**src/design/sbe_ram.sv**
```systemverilog
module sbe_ram #(
    parameter int WIDTH = 32,
    parameter int DEPTH = 16,
    localparam int AW = (DEPTH > 1) ? $clog2(DEPTH) : 1
) (
    input  logic             i_clk,
    input  logic             i_we,
    input  logic [AW-1:0]    i_waddr,
    input  logic [WIDTH-1:0] i_wdata,
    input  logic             i_re,
    input  logic [AW-1:0]    i_raddr,
    output logic [WIDTH-1:0] o_rdata
);

    logic [WIDTH-1:0] r_mem [DEPTH];
    logic [WIDTH-1:0] r_rdata;

    always_ff @(posedge i_clk) begin
        if (i_we) begin
            r_mem[i_waddr] <= i_wdata;
        end
        if (i_re) begin
            r_rdata <= r_mem[i_raddr];
        end
    end

    assign o_rdata = r_rdata;

endmodule

```
**config.mk**
```make
export PLATFORM = sky130hd
export DESIGN_NAME = sbe_ram
export DESIGN_NICKNAME = d
export VERILOG_FILES = /design/src/design/sbe_ram.sv
export SDC_FILE = /design/constraint.sdc
export NUM_CORES = 1
export LEC_CHECK = 0
export BUFFER_PORTS_ARGS = -buffer_cell sky130_fd_sc_hd__buf_2
export CAP_MARGIN = 25
export CORE_AREA = 5 5 247 249
export DETAILED_ROUTE_END_ITERATION = 8
export DIE_AREA = 0 0 252 254
export GPL_TIMING_DRIVEN = 0
export PLACE_DENSITY = 0.58
export RECOVER_POWER = 25
export REMOVE_ABC_BUFFERS = 1
export SYNTH_ARGS = -nofsm -noshare
export SYNTH_HDL_FRONTEND = slang
export SYNTH_SLANG_ARGS = --single-unit
```
**constraint.sdc**
```tcl
create_clock -name i_clk -period 3.7 [get_ports i_clk]
set_input_delay 0.555 -clock i_clk [delete_from_list [all_inputs] [get_ports i_clk]]
set_output_delay 0.555 -clock i_clk [all_outputs]
set_load 0.02 [all_outputs]
```
==> results.py, run 1 <==
metrics = {
    "logic_synthesis": {
        "yosys_warnings": 0,
        "synthArstFlopShare": 0,
        "yosysUniqueCellTypes": 17,
        "synth_cells": 838,
        "netlist_area_sq_um": 20200,
        "ys_ff_latch": 544,
        "synth_flop_cell": "edfxtp_1",
        "post-synth-top-count-cell": "edfxtp_1",
        "synth_common_cells": "544 x edfxtp_1, 128 x mux4_2, 64 x a22oi_1, 33 x nand2_1, 17 x clkbuf_1",
        "synth_area_leader_cell": "edfxtp_1",
        "synth_edf_count": 544,
        "synth_top_area_share": 0.810,
        "yosys-top-cells-area": "edfxtp_1 81%, mux4_2 14%, a22oi_1 2.4%, nand2_1 0.61%, buf_4 0.41%",
        "ys_seq_area_frac": 0.810,
        "avgSynthCellArea_sq_um": 24.1,
    },
    "clock_network": {
        "clock_sinks": 544,
        "h-tree-depth": 2,
        "root_buffer": "clkbuf_16",
        "hold_buffers": 0,
        "cts_resized": 0,
        "cts_buffers": 54,
        "cts.clk_slew.worst_paths_ps": 60,
        "post_cts_buffers": 0,
        "cts_tree": "yes",
        "max-clock-path-buffers": 3,
        "insertion_delay_ps": 580,
    },
    "power_and_ir_drop": {
        "powerDensity_nw_per_um2": 553,
        "peakVddDrop_uv": 402,
        "leakage_nw": 7.46,
    },
    "global_route": {
        "antenna_found_initial": 3,
        "grt_pass1_vias": 9503,
        "grt_overflow_total": 0,
        "grt_max_degree": 71,
        "grt_pass1_wl_microns": 62200,
        "grt_usage": 0.130,
    },
    "sta": {
        "rsz0062_at_grt": "false",
        "whs_ps": 352,
        "worst-slew-pin-transition_ps": 883,
        "fmax_mhz": 423,
        "min_period_over_period": 0.638,
        "period_needed_ps": 2360,
        "setup_tns_ps": 0,
        "finalHoldViolations": 0,
        "maxSlewViolCount": 0,
        "finalSetupViolations": 0,
        "max_slew_margin": 0.408,
        "fin_skew_ps": 11.3,
        "setup_slack_ps": 1340,
    },
    "route": {
        "wirelength_microns": 41600,
        "post_drt_wl_per_cell_microns": 23.4,
        "first_pass_iters": 5,
        "ant_nets": 0,
        "initialDrtViolationCount": 738,
        "drc": 0,
        "vias_per_cell": 5.03,
        "vias": 8932,
    },
    "worst_setup_path": {
        "crit_end": "o_rdata[1]",
        "slowest_stage": "buf_8",
        "crit_chain": "buf_8 > buf_16 > mux4_2 > a22oi_1 > nand2_1",
        "slowest_delay_ps": 600,
        "path_buf_inv": 2,
        "path_depth": 5,
        "worst-r2r-setup-slack_ps": 2210,
        "r2r-start": "r_mem[8][1]",
        "worstPathMaxFanout": 70,
        "critPathLaunch": "i_raddr[0]",
        "path_class": "input port to register",
        "crit_required_ps": 4000,
        "cp_top_family": "buffers and inverters",
        "reg2reg_depth": 3,
        "crit_path_start_kind": "input port",
        "cp-end-kind": "register",
        "r2r-end": "o_rdata[1]",
        "worstPathArrival_ps": 2660,
    },
    "die": {
        "io_pins": 75,
        "die_h_microns": 254,
        "die_w_microns": 252,
        "row_count": 89,
        "dieArea_sq_um": 64000,
        "initial_utilization": 0.345,
        "design.core.area_sq_um": 58500,
    },
    "placed_design": {
        "dp.cells": 1676,
        "dp.final_hpwl_microns": 24300,
        "dp_slack_ps": 652,
        "port_buffers": 74,
        "placed_area_sq_um": 22000,
        "gp_congestion": 0.664,
    },
    "cells_and_area": {
        "finalNonFillerCells": 1777,
        "n_fill_cell": 5036,
        "drive_gt1_frac": 0.311,
        "finalInstanceArea_sq_um": 23800,
        "syn2layout_area_growth_pct": 18.0,
        "fin_nets": 1003,
    },
    "outcome": {
        "status": "finished, final reports clean",
    },
    "hold_path": {
        "hold_path_class": "input port to register",
    },
    "run": {
        "cap_viol_max_count": 0,
    },
}
## through the flow
step | power (W) | util
finish | 0.0132 | 0.407
CTS | 0.0133 | 0.407
detailed placement | 0.00776 | 0.376
global placement | 0.00774 | 0.364
floorplan | 0.00741 | -
global route | 0.0136 | 0.407
## flip-flops by register name (all words and copies together) (netlist names)
signal	flops
r_mem	512
o_rdata	32
## per-layer routing
layer / track usage / share of wire / up-vias
met5: 0 / 0.00022 / -
met4: 0.0369 / 0.023 / 2
met3: 0.0272 / 0.053 / 79
met2: 0.199 / 0.46 / 214
met1: 0.190 / 0.46 / 4790
li1: - / - / 3847
## worst reg2reg max path: cells and delay by family, from the launching register on
family             cells  cell delay (ps)
AOI/OAI and AO/OA      1              220
DFF                    1              360
muxes                  1              460
and+or+nand+nor        1              160
## kinds of logic after synthesis
group | after synthesis | synth area share
mux | 128 | 0.143
buf+inv | 43 | 0.0110
flops | 544 | 0.810
simple gates | 59 | 0.0125
compound gates | 64 | 0.0238
## report_power, final
part / internal, W / switching, W
clock: 0.00334 / 0.00221
sequential: 0.00694 / 0.0000304
combinational: 0.000253 / 0.000384
total: 0.0105 / 0.00262
## worst min path at each step
| stage | depth (start not counted) | slack [ps] | endpoint | startpoint |
|---|---|---|---|---|
| finish | 1 | 350 | r_mem[5][18] | i_wdata[18] |
| global route | 1 | 350 | r_mem[7][18] | i_wdata[18] |
| CTS | 1 | 310 | r_mem[0][25] | i_wdata[25] |
| detailed placement | 3 | 740 | o_rdata[21] | r_mem[14][21] |
| global placement | 3 | 740 | o_rdata[12] | r_mem[13][12] |
| floorplan | 0 | 650 | r_mem[0][0] | i_wdata[0] |
## cells in the final DEF, fill, tap and decap left out, drive strengths merged
cell / n
mux4: 128
and2: 1
clkinvlp: 2
a22oi: 64
clkinv: 22
diode: 2
or3b: 1
bufinv: 8
nand2: 33
buf: 85
nor2: 13
nand3: 1
nor3: 4
nand2b: 2
nand3b: 2
nor2b: 2
edfxtp: 544
clkbuf: 90
## layout make-up
| type | instances | area, sq um | share of cell area |
|---|---|---|---|
| repair buffers | 109 | 932 | 0.0392 |
| diodes | 2 | 5.00 | 0.000210 |
| multi-input cells | 251 | 3750 | 0.158 |
| clock inverters | 32 | 352 | 0.0148 |
| clock buffers | 66 | 1460 | 0.0613 |
| flip-flops and latches | 544 | 16300 | 0.686 |
| well taps | 773 | 967 | 0.0406 |
Note: power is estimated with default switching activity, not from simulation.
==> run 2: changes to the inputs <==
Clock period 3.7 ns to 2.15 ns, I/O delays scaled along.
==> results.py, run 2 (synthesized netlist as in run 1, its figures left out) <==
metrics = {
    "global_route": {
        "antenna_found_initial": 3,
        "grt_pass1_wl_microns": 62200,
        "grt_max_degree": 71,
        "grt_pass1_vias": 9503,
        "grt_overflow_total": 0,
        "grt_usage": 0.130,
    },
    "sta": {
        "rsz0062_at_grt": "false",
        "whs_ps": 119,
        "max_slew_margin": 0.408,
        "finalSetupViolations": 0,
        "maxSlewViolCount": 0,
        "period_needed_ps": 1960,
        "worst-slew-pin-transition_ps": 883,
        "fmax_mhz": 511,
        "finalHoldViolations": 0,
        "fin_skew_ps": 11.3,
        "min_period_over_period": 0.911,
    },
    "die": {
        "dieArea_sq_um": 64000,
        "io_pins": 75,
        "initial_utilization": 0.345,
        "die_h_microns": 254,
        "die_w_microns": 252,
        "design.core.area_sq_um": 58500,
        "row_count": 89,
    },
    "power_and_ir_drop": {
        "powerDensity_nw_per_um2": 952,
        "peakVddDrop_uv": 691,
        "leakage_nw": 7.46,
    },
    "worst_setup_path": {
        "r2r-end": "o_rdata[1]",
        "path_class": "input port to register",
        "reg2reg_depth": 3,
        "crit_required_ps": 2450,
        "crit_path_start_kind": "input port",
        "r2r-start": "r_mem[8][1]",
        "worst-r2r-setup-slack_ps": 660,
        "worstPathArrival_ps": 2250,
        "cp-end-kind": "register",
        "worstPathMaxFanout": 70,
    },
    "cells_and_area": {
        "final_common_cell": "edfxtp_1",
        "n_fill_cell": 5035,
        "utilization": 0.407,
        "max_flop_register": "r_mem",
        "drive_gt1_frac": 0.311,
        "final_cell_mix": "544 x edfxtp_1, 128 x mux4_2, 64 x a22oi_1",
        "fin_nets": 1003,
        "finalNonFillerCells": 1777,
        "syn2layout_area_growth_pct": 18.0,
        "largest_reg_flops": 512,
    },
    "clock_network": {
        "cts_resized": 1,
        "hold_buffers": 0,
        "cts_tree": "yes",
        "cts.clk_slew.worst_paths_ps": 60,
        "insertion_delay_ps": 580,
        "post_cts_buffers": 0,
        "root_buffer": "clkbuf_16",
        "cts_buffers": 54,
        "clock_sinks": 544,
        "h-tree-depth": 2,
        "max-clock-path-buffers": 3,
    },
    "route": {
        "wirelength_microns": 41600,
        "initialDrtViolationCount": 738,
        "post_drt_wl_per_cell_microns": 23.4,
        "vias": 8932,
        "first_pass_iters": 5,
        "vias_per_cell": 5.03,
        "drc": 0,
        "ant_nets": 0,
    },
    "hold_path": {
        "hold_path_class": "input port to register",
        "holdPathEnd": "r_mem[5][18]",
        "holdPathStages": 1,
        "hp-start": "i_wdata[18]",
    },
    "placed_design": {
        "dp.final_hpwl_microns": 24300,
        "port_buffers": 74,
        "dp.cells": 1676,
        "gp_congestion": 0.664,
    },
    "run": {
        "cap_viol_max_count": 0,
    },
    "outcome": {
        "status": "finished, final reports clean",
    },
}
run 2: critical path: stages:
cell     delay (ps)
buf_12          440
buf_16          410
mux4_2          570
a22oi_1         220
nand2_1         160
run 2: layout make-up:
| type | instances | area [sq um] | share of cell area |
|---|---|---|---|
| Antenna cell | 2 | 5.00 | 0.000210 |
| Clock inverter | 32 | 352 | 0.0148 |
| Sequential cell | 544 | 16300 | 0.686 |
| Timing Repair Buffer | 109 | 937 | 0.0394 |
| Clock buffer | 66 | 1460 | 0.0613 |
| Multi-Input combinational cell | 251 | 3750 | 0.158 |
| Tap cell | 773 | 967 | 0.0406 |
run 2: how the worst max path moves through the flow:
stage	startpoint	end	slack, ps	depth (start not counted)
after floorplan	i_waddr[2]	r_mem[0][0]	-1350	2
after global placement	i_waddr[2]	r_mem[0][24]	-4360	3
after detailed placement	i_raddr[0]	o_rdata[1]	-670	5
after CTS	i_raddr[0]	o_rdata[1]	150	5
after global routing	i_raddr[0]	o_rdata[1]	10	5
final	i_raddr[0]	o_rdata[1]	190	5
run 2: routing by layer:
layer  global-route usage  wire length [microns]
met2                0.199                  19100
met1                0.190                  19300
met4               0.0369                    973
met5                    0                      9
met3               0.0272                   2220
run 2: per-stage QoR:
step                 TNS, ps  power (W)  worst slack [ps]  instance area (sq um)
floorplan            -232250     0.0127             -1350                  20000
global placement    -1410880     0.0133             -4360                  21300
detailed placement    -19240     0.0134              -665                  22000
CTS                        0     0.0229               152                  23800
global route               0     0.0235              11.0                  23800
finish                     0     0.0227               192                  23800
run 2: power breakdown:
group          leakage [nW]  total (W)  switching, W  internal (W)
logic                  1.63    0.00110      0.000661      0.000436
registers              4.94     0.0120     0.0000523        0.0119
clock network         0.887    0.00956       0.00380       0.00575
total                  7.46     0.0227       0.00451        0.0181
