<file path="src/design/sbe_pkg.sv">
package sbe_pkg;

    localparam int DATA_DEPTH_DEF   = 256;
    localparam int RETURN_DEPTH_DEF = 64;
    localparam int CELL_BITS_DEF    = 32;
    localparam int PC_BITS_DEF      = 16;
    localparam int VAR_COUNT_DEF    = 16;

    // Opcodes
    localparam logic [7:0] OP_NOP   = 8'h00;
    localparam logic [7:0] OP_LIT   = 8'h01;
    localparam logic [7:0] OP_LITB  = 8'h02;
    localparam logic [7:0] OP_PC    = 8'h04;
    localparam logic [7:0] OP_JMP   = 8'h05;
    localparam logic [7:0] OP_JMPL  = 8'h06;
    localparam logic [7:0] OP_JZ    = 8'h07;
    localparam logic [7:0] OP_BYE   = 8'h0f;
    localparam logic [7:0] OP_ADD   = 8'h10;
    localparam logic [7:0] OP_SUB   = 8'h11;
    localparam logic [7:0] OP_MUL   = 8'h12;
    localparam logic [7:0] OP_DIV   = 8'h13;
    localparam logic [7:0] OP_MOD   = 8'h14;
    localparam logic [7:0] OP_AND   = 8'h15;
    localparam logic [7:0] OP_OR    = 8'h16;
    localparam logic [7:0] OP_XOR   = 8'h17;
    localparam logic [7:0] OP_LSH   = 8'h18;
    localparam logic [7:0] OP_RSH   = 8'h19;
    localparam logic [7:0] OP_SLT   = 8'h1a;
    localparam logic [7:0] OP_ULT   = 8'h1b;
    localparam logic [7:0] OP_EQ    = 8'h1c;
    localparam logic [7:0] OP_DUP   = 8'h20;
    localparam logic [7:0] OP_SWAP  = 8'h21;
    localparam logic [7:0] OP_DROP  = 8'h22;
    localparam logic [7:0] OP_TOR   = 8'h23;
    localparam logic [7:0] OP_FROMR = 8'h24;
    localparam logic [7:0] OP_STKCNT = 8'h25;
    localparam logic [7:0] OP_CELL  = 8'h30;
    localparam logic [7:0] OP_CHAR  = 8'h31;
    localparam logic [7:0] OP_VARR  = 8'h38;
    localparam logic [7:0] OP_VARW  = 8'h39;
    localparam logic [7:0] OP_EMIT  = 8'h48;
    // Recognized but not implemented
    localparam logic [7:0] OP_U08   = 8'h08;
    localparam logic [7:0] OP_U09   = 8'h09;
    localparam logic [7:0] OP_U0A   = 8'h0a;
    localparam logic [7:0] OP_U28   = 8'h28;
    localparam logic [7:0] OP_U29   = 8'h29;
    localparam logic [7:0] OP_U2A   = 8'h2a;
    localparam logic [7:0] OP_U2B   = 8'h2b;
    localparam logic [7:0] OP_U2C   = 8'h2c;
    localparam logic [7:0] OP_U3A   = 8'h3a;
    localparam logic [7:0] OP_U40   = 8'h40;
    localparam logic [7:0] OP_U41   = 8'h41;
    localparam logic [7:0] OP_U44   = 8'h44;
    localparam logic [7:0] OP_U45   = 8'h45;
    localparam logic [7:0] OP_U46   = 8'h46;

    // Status codes
    localparam logic [2:0] ST_OK   = 3'd0;
    localparam logic [2:0] ST_HALT = 3'd1;
    localparam logic [2:0] ST_UNK  = 3'd2;
    localparam logic [2:0] ST_UNF  = 3'd3;
    localparam logic [2:0] ST_OVF  = 3'd4;
    localparam logic [2:0] ST_RET  = 3'd5;
    localparam logic [2:0] ST_DIVZ = 3'd6;
    localparam logic [2:0] ST_UNS  = 3'd7;

    typedef struct packed {
        logic [7:0] req_type;
        logic [7:0] operand_byte;
    } t_in_item;

    typedef struct packed {
        logic [15:0]        next_pc;
        logic signed [31:0] top_value;
        logic [8:0]         stack_depth;
        logic               emit_valid;
        logic [7:0]         emit_char;
        logic [2:0]         status;
    } t_out_item;

    typedef enum logic [1:0] {
        MD_MUL,
        MD_DIV,
        MD_MOD
    } t_md_kind;

    typedef struct packed {
        logic     start;
        t_md_kind kind;
    } t_md_ctrl;

endpackage

</file>
<file path="src/design/sbe_muldiv.sv">
module sbe_muldiv #(
    parameter int W = sbe_pkg::CELL_BITS_DEF
) (
    input  logic              i_clk,
    input  logic              i_rst_n,
    input  sbe_pkg::t_md_ctrl i_ctrl,
    input  logic [W-1:0]      i_a,
    input  logic [W-1:0]      i_c,
    output logic              o_done,
    output logic [W-1:0]      o_result
);

    localparam int CW = $clog2(W + 1);

    typedef enum logic [1:0] {
        S_IDLE,
        S_RUN,
        S_FIX
    } t_state;

    t_state            r_state;
    logic [CW-1:0]     r_cnt;
    sbe_pkg::t_md_kind r_kind;
    logic              r_negq;
    logic              r_negr;
    logic [W-1:0]      r_q;
    logic [W-1:0]      r_rem;
    logic [W-1:0]      r_dsr;
    logic              r_done;
    logic [W-1:0]      r_result;

    logic [W:0]   w_sh;
    logic [W:0]   w_diff;
    logic [W-1:0] w_acc;
    logic [W-1:0] w_abs_a;
    logic [W-1:0] w_abs_c;

    assign w_sh    = {r_rem, r_q[W-1]};
    assign w_diff  = w_sh - {1'b0, r_dsr};
    assign w_acc   = r_rem + (r_q[0] ? r_dsr : '0);
    assign w_abs_a = i_a[W-1] ? (~i_a + 1'b1) : i_a;
    assign w_abs_c = i_c[W-1] ? (~i_c + 1'b1) : i_c;

    always_ff @(posedge i_clk) begin
        if (!i_rst_n) begin
            r_state <= S_IDLE;
            r_done  <= 1'b0;
        end else begin
            r_done <= 1'b0;
            case (r_state)
                S_IDLE: begin
                    if (i_ctrl.start) begin
                        r_kind  <= i_ctrl.kind;
                        r_negq  <= i_a[W-1] ^ i_c[W-1];
                        r_negr  <= i_a[W-1];
                        r_rem   <= '0;
                        r_cnt   <= '0;
                        if (i_ctrl.kind == sbe_pkg::MD_MUL) begin
                            r_q   <= i_c;
                            r_dsr <= i_a;
                        end else begin
                            r_q   <= w_abs_a;
                            r_dsr <= w_abs_c;
                        end
                        r_state <= S_RUN;
                    end
                end
                S_RUN: begin
                    if (r_kind == sbe_pkg::MD_MUL) begin
                        // shift-add, one multiplier bit per cycle
                        r_rem <= w_acc;
                        r_dsr <= r_dsr << 1;
                        r_q   <= r_q >> 1;
                    end else if (!w_diff[W]) begin
                        r_rem <= w_diff[W-1:0];
                        r_q   <= {r_q[W-2:0], 1'b1};
                    end else begin
                        r_rem <= w_sh[W-1:0];
                        r_q   <= {r_q[W-2:0], 1'b0};
                    end
                    r_cnt <= r_cnt + CW'(1);
                    if (r_cnt == CW'(W - 1)) begin
                        r_state <= S_FIX;
                    end
                end
                S_FIX: begin
                    case (r_kind)
                        sbe_pkg::MD_MUL: r_result <= r_rem;
                        sbe_pkg::MD_DIV: r_result <= r_negq ? (~r_q + 1'b1) : r_q;
                        default:         r_result <= r_negr ? (~r_rem + 1'b1) : r_rem;
                    endcase
                    r_done  <= 1'b1;
                    r_state <= S_IDLE;
                end
                default: r_state <= S_IDLE;
            endcase
        end
    end

    assign o_done   = r_done;
    assign o_result = r_result;

endmodule

</file>
<file path="config.mk">
export PLATFORM = sky130hd
export DESIGN_NAME = sbe_muldiv
export DESIGN_NICKNAME = d
export VERILOG_FILES = /design/src/design/sbe_pkg.sv /design/src/design/sbe_muldiv.sv
export SDC_FILE = /design/constraint.sdc
export NUM_CORES = 1
export LEC_CHECK = 0
export BUFFER_PORTS_ARGS = -buffer_cell sky130_fd_sc_hd__buf_2
export CORE_ASPECT_RATIO = 0.6
export CORE_MARGIN = 2
export CORE_UTILIZATION = 65
export CTS_CLUSTER_SIZE = 12
export DETAILED_ROUTE_END_ITERATION = 10
export PLACE_DENSITY_LB_ADDON = 0.2
export SLEW_MARGIN = 15
export SYNTH_ARGS = -nofsm -noshare
export SYNTH_HDL_FRONTEND = slang
export SYNTH_SLANG_ARGS = --single-unit
</file>
<file path="constraint.sdc">
create_clock -name i_clk -period 7.7 [get_ports i_clk]
set_clock_uncertainty 0.1 [all_clocks]
set_input_delay 0.77 -clock i_clk [delete_from_list [all_inputs] [get_ports i_clk]]
set_output_delay 0.77 -clock i_clk [all_outputs]
set_load 0.01 [all_outputs]
</file>
==> results of run 1 <==
## stage by stage
step / cells / cell area, µm²
finish: 1898 / 14090
global route: 1898 / 14090
floorplan: 1568 / 12860
global placement: 1866 / 13510
detailed placement: 1866 / 13510
CTS: 1898 / 14090
## logic make-up (layout without fill, tap and decap cells)
logic type      Yosys count  in the layout  synth area share
buf+inv                 134            198           0.04047
xor+xnor                147            147            0.1007
mux                      18             18           0.01440
fa+ha+maj                70             70           0.06927
flops                   141            141            0.3269
compound gates          501            501            0.2516
simple gates            557            557            0.1967
## layout by cell type, fill, tap and decap left out, types with 16 or more instances in the layout
cell / instances
nor2_1: 169
xor2_1: 89
a21oi_1: 97
or3_1: 22
o31ai_1: 36
buf_2: 101
edfxtp_1: 138
a211oi_1: 64
nor3_1: 18
clkbuf_16: 17
nand3_1: 33
a21o_1: 34
xnor2_1: 57
a31oi_1: 42
ha_1: 68
nand2b_1: 16
inv_1: 52
o21ai_0: 130
nand2_1: 220
## power by group through the flow
stage / combinational, mW / clock [mW] / sequential, mW
2_1_floorplan: 0.773 / 0 / 1.02
3_3_place_gp: 1.01 / 0 / 1.05
3_5_place_dp: 1.03 / 0 / 1.05
4_1_cts: 1.05 / 0.821 / 1.04
5_1_grt: 1.18 / 0.852 / 1.05
6_report: 1.09 / 0.824 / 1.04
## sequential cells by signal, indices dropped and copies added, names as in the netlist
register	flops
r_dsr	32
o_result	32
r_state	2
r_kind	2
r_cnt	6
r_negr	1
r_q	32
o_done	1
r_rem	32
r_negq	1
## cell type report
cell class / instances / area (µm²) / area share
inverter: 52 / 195.2 / 0.01386
clock buffer: 18 / 429.2 / 0.03046
tap: 266 / 332.8 / 0.02363
timing repair buffer: 114 / 603.1 / 0.04281
sequential: 141 / 4204 / 0.2984
clock inverter: 14 / 143.9 / 0.01021
multi-input combinational: 1293 / 8179 / 0.5806
## routing by layer
layer / vias to the layer above / share of wire
li1: 5876 / -
met1: 5933 / 0.42
met2: 981 / 0.37
met3: 49 / 0.19
met4: 0 / 0.014
met5: - / 0
## worst max-delay path: cells and delay by family, from the launching register on
family / cells / cell delay, ns
adder cells (fa/ha/maj): 1 / 0.46
AND/OR/NAND/NOR: 3 / 0.64
AO/OA/AOI/OAI: 8 / 2.46
flip-flops: 1 / 0.53
buffers and inverters: 2 / 0.49
## worst paths after layout
kind / startpoint / to / slack (ns) / depth (start not counted)
max: r_q[0] / r_rem[28] / 2.77 / 14
min: r_dsr[20] / r_dsr[21] / 0.46 / 2
max reg2reg: r_q[0] / r_rem[28] / 2.77 / 14
min reg2reg: r_dsr[20] / r_dsr[21] / 0.46 / 2
==> impl_metrics.tcl, run 1 <==
set metrics [dict create \
    syn_area_um2 12860 \
    grt_pass1_wl_um 64190 \
    post-synth-top-count-cell "nand2_1" \
    dp_slack_ns 2.943 \
    synthCells 1568 \
    place.gp.congestion 0.9880 \
    antenna_found_initial 0 \
    clock_latency_ns 0.45 \
    avgViaCountPerCell 6.764 \
    power.leakage_nw 5.557 \
    synthToLayoutAreaGrowth_pct 9.534 \
    synth-seq-cells 141 \
    top_usage_layer "met1" \
    met3_usage 0.2124 \
    ys_seq_area_frac 0.3269 \
    postLayoutCoreUtil 0.7327 \
    setup-tns-final_ns 0 \
    io_buffers 101 \
    slew_headroom 0.2709 \
    clockRootBuffer "clkbuf_16" \
    fmax_mhz 202.9 \
    wl_um 41100 \
    holdWs_ns 0.4563 \
    grt_max_degree 123 \
    row_count 39 \
    post_cts_buffers 0 \
    clk_pin_slew_worst_paths_ns 0.07 \
    die-area_um2 20960 \
    avgRoutedWirePerCell_um 21.65 \
    path_cells "inv_1 > buf_4 > nor2_1 > fa_1 > a21oi_1 > o21ai_0 > o311ai_0 > a22oi_1 > o21ai_0 > o31ai_1 > a22oi_1 > nor4b_1 > o31ai_1 > and3_1" \
    synth_edf_count 138 \
    drt-pass1-iter-count 6 \
    cap_violations 0 \
    cell_internal_pwr_mw 1.822 \
    fin_ws_ns 2.772 \
    clockBufferDepth 2 \
    finalPower_mw 2.955 \
    synth_largest_area_cell "edfxtp_1" \
    nNetsFinal 1758 \
    required_ns 7.80 \
    syn_avg_cell_area_um2 8.202 \
    met1_usage 0.5948 \
    start_kind "flip-flop" \
    slowest_delay_ns 0.64 \
    dp.final_hpwl_um 30100 \
    clkPwrFrac 0.279 \
    status "finished, final reports clean" \
    yosys_most_used_dff "edfxtp_1" \
    clock-sinks 141 \
    drcViolationCount 0 \
    powerDensity_nw_per_um2 209.8 \
    ir_worst_vdd_v 0.0001720 \
    die_h_um 113.0 \
    period_needed_ns 4.928 \
    setup_viol 0 \
    grtUsageTotal 0.4017 \
    route.vias.total 12839 \
    p_sw_frac 0.3835 \
    start_util 0.6689 \
    end_kind "flip-flop" \
    slew_violations 0 \
    finalHoldViolCount 0 \
    antenna_left 0 \
    synthTopCellsByArea "edfxtp_1 (32%), ha_1 (6.6%), nand2_1 (6.5%), xor2_1 (6.1%), o21ai_0 (5.1%)" \
    critPathSlowestCell "o311ai_0" \
    ys_types 74 \
    yosysTopAreaCellShare 0.3222 \
    combPwrFrac 0.368 \
    hold_path.class "reg2reg" \
    pin_count 102 \
    yosys_warnings 0 \
    final_layout_size_suffix_gt1_frac 0.1072 \
    die_w_um 185.6 \
    cp_max_fo 31 \
    diodes 0 \
    worst-endpoint-arrival_ns 5.03 \
    core_area_um2 19230 \
    synthArstFlopShare 0 \
    synthTopCellsByCount "nand2_1 (221), nor2_1 (171), edfxtp_1 (138)" \
    cts-htree-levels 4 \
    p_seq_frac 0.353 \
    ctsResizeCount 0 \
    gr-usage-met2 0.5097 \
    switchingPower_mw 1.133 \
    globalRouteOverflowTotal 0 \
    path_class "reg2reg" \
    post-route-period-util 0.6400 \
    drt_iter0_drc 1859 \
    syn-num-nets 1707 \
    cts.hold.buffers_added 0 \
    cts_tree "yes" \
    num-fill-cells 1534 \
    grt_pass1_vias 11476 \
    tightest_slew_ns 1.094 \
    rsz0062_at_grt "no" \
    cts-buffers-inserted 17 \
]
Power figures use the tool's default switching activity.
==> run 2: changes to the inputs <==
CORE_UTILIZATION = 62   (was 65)
clock period = 4.8 ns   (was 7.7 ns; I/O delays follow)
==> run 2 against run 1 <==
Effect of this change: register-to-register slack lost 2.4 ns; largest cell class unchanged; worst setup slack got worse by 2.4 ns; highest routed layer unchanged; global-route usage down 1.4 points.
==> impl_metrics.tcl, run 2 (synthesized netlist as in run 1, its figures left out) <==
set metrics [dict create \
    status "finished, final reports clean" \
    diodes 0 \
    clk_pin_slew_worst_paths_ns 0.07 \
    setup_viol 0 \
    ctsResizeCount 0 \
    io_buffers 101 \
    worst-endpoint-arrival_ns 4.49 \
    ir_worst_vdd_v 0.0002706 \
    cap_violations 0 \
    layout_common_cells "nand2_1 (220), nor2_1 (169), edfxtp_1 (138)" \
    period_needed_ns 4.399 \
    core_area_um2 20170 \
    start_util 0.6377 \
    drt_iter0_drc 2015 \
    slowest_delay_ns 0.49 \
    row_count 40 \
    pin_count 102 \
    end_kind "flip-flop" \
    clock-sinks 141 \
    layout_commonest_cell "nand2_1" \
    multi_input_area_um2 8179 \
    holdWs_ns 0.2174 \
    place.gp.congestion 1.004 \
    grt_pass1_wl_um 64240 \
    globalRouteOverflowTotal 0 \
    num-fill-cells 1649 \
    wl_um 41940 \
    slew_headroom 0.2936 \
    path_cells "inv_1 > nor2_1 > fa_1 > a21oi_1 > o21ai_0 > o311ai_0 > a22oi_1 > o21ai_0 > o31ai_1 > a22oi_1 > nor4b_1 > o31ai_1 > and3_1" \
    slew_violations 0 \
    synthToLayoutAreaGrowth_pct 9.933 \
    drcViolationCount 0 \
    cts-buffers-inserted 17 \
    seq_area_um2 4204 \
    power.leakage_nw 5.592 \
    hold_path.class "in2reg" \
    grt_pass1_vias 11172 \
    critPathSlowestCell "edfxtp_1" \
    post-route-period-util 0.9164 \
    required_ns 4.89 \
    die_w_um 189.9 \
    rsz0062_at_grt "no" \
    grt_max_degree 81 \
    setup-tns-final_ns 0 \
    stdcell_area_um2 14140 \
    dp_slack_ns 0.5403 \
    fin_ws_ns 0.4014 \
    clockRootBuffer "clkbuf_16" \
    dp.final_hpwl_um 31520 \
    start_kind "flip-flop" \
    route.vias.total 12777 \
    post_cts_buffers 0 \
    nNetsFinal 1763 \
    clock_latency_ns 0.44 \
    finalHoldViolCount 0 \
    placed_cell_area_um2 13560 \
    clockBufferDepth 2 \
    fin_cells 1910 \
    tightest_slew_ns 1.059 \
    fmax_mhz 227.3 \
    die_h_um 115.6 \
    drt-pass1-iter-count 6 \
    postLayoutCoreUtil 0.7010 \
    cts-htree-levels 4 \
    finalPower_mw 4.790 \
    avgRoutedWirePerCell_um 21.96 \
    powerDensity_nw_per_um2 338.8 \
    cts_tree "yes" \
    cts.hold.buffers_added 0 \
    antenna_found_initial 0 \
    antenna_left 0 \
    die-area_um2 21950 \
    path_class "reg2reg" \
    cp_max_fo 8 \
    final_layout_size_suffix_gt1_frac 0.1118 \
    dp_cells 1878 \
    grtUsageTotal 0.3872 \
    avgViaCountPerCell 6.690 \
]
==> run 2: area by class of cell <==
type | instances | share of cell area
clock buffer | 17 | 0.03009
sequential | 141 | 0.2973
tap | 273 | 0.02416
clock inverter | 15 | 0.01080
inverter | 52 | 0.01381
multi-input combinational | 1293 | 0.5785
timing repair buffer | 119 | 0.04531
==> run 2: worst max-delay path, delay by kind of cell (launching register included) <==
kind,cells,cell delay [ns]
adders and majority gates,1,0.47
DFF,1,0.49
AOI/OAI and AO/OA,8,2.15
buffers and inverters,1,0.29
and+or+nand+nor,3,0.64
==> run 2: worst paths after layout <==
kind              slack, ns  startpoint        end  cells past startpoint
setup reg to reg       0.40      r_q[0]  r_rem[28]                     13
hold reg to reg        0.47   r_dsr[20]  r_dsr[21]                      2
hold / removal         0.22   i_ctrl[1]  r_kind[1]                      1
setup / recovery       0.40      r_q[0]  r_rem[28]                     13
==> run 2: where the power goes <==
part	internal [mW]	switching, mW	total, mW
clock	0.730	0.596	1.33
sequential	1.51	0.164	1.68
combinational	0.655	1.13	1.79
==> run 2: per-layer routing <==
metal	part of all wire	track usage	wire, µm	up-vias
met3	0.18	0.1878	7363	54
met2	0.36	0.4781	14990	895
met1	0.45	0.5894	18860	5947
met5	0	0	0	-
met4	0.017	0.08630	721	0
li1	-	-	-	5881
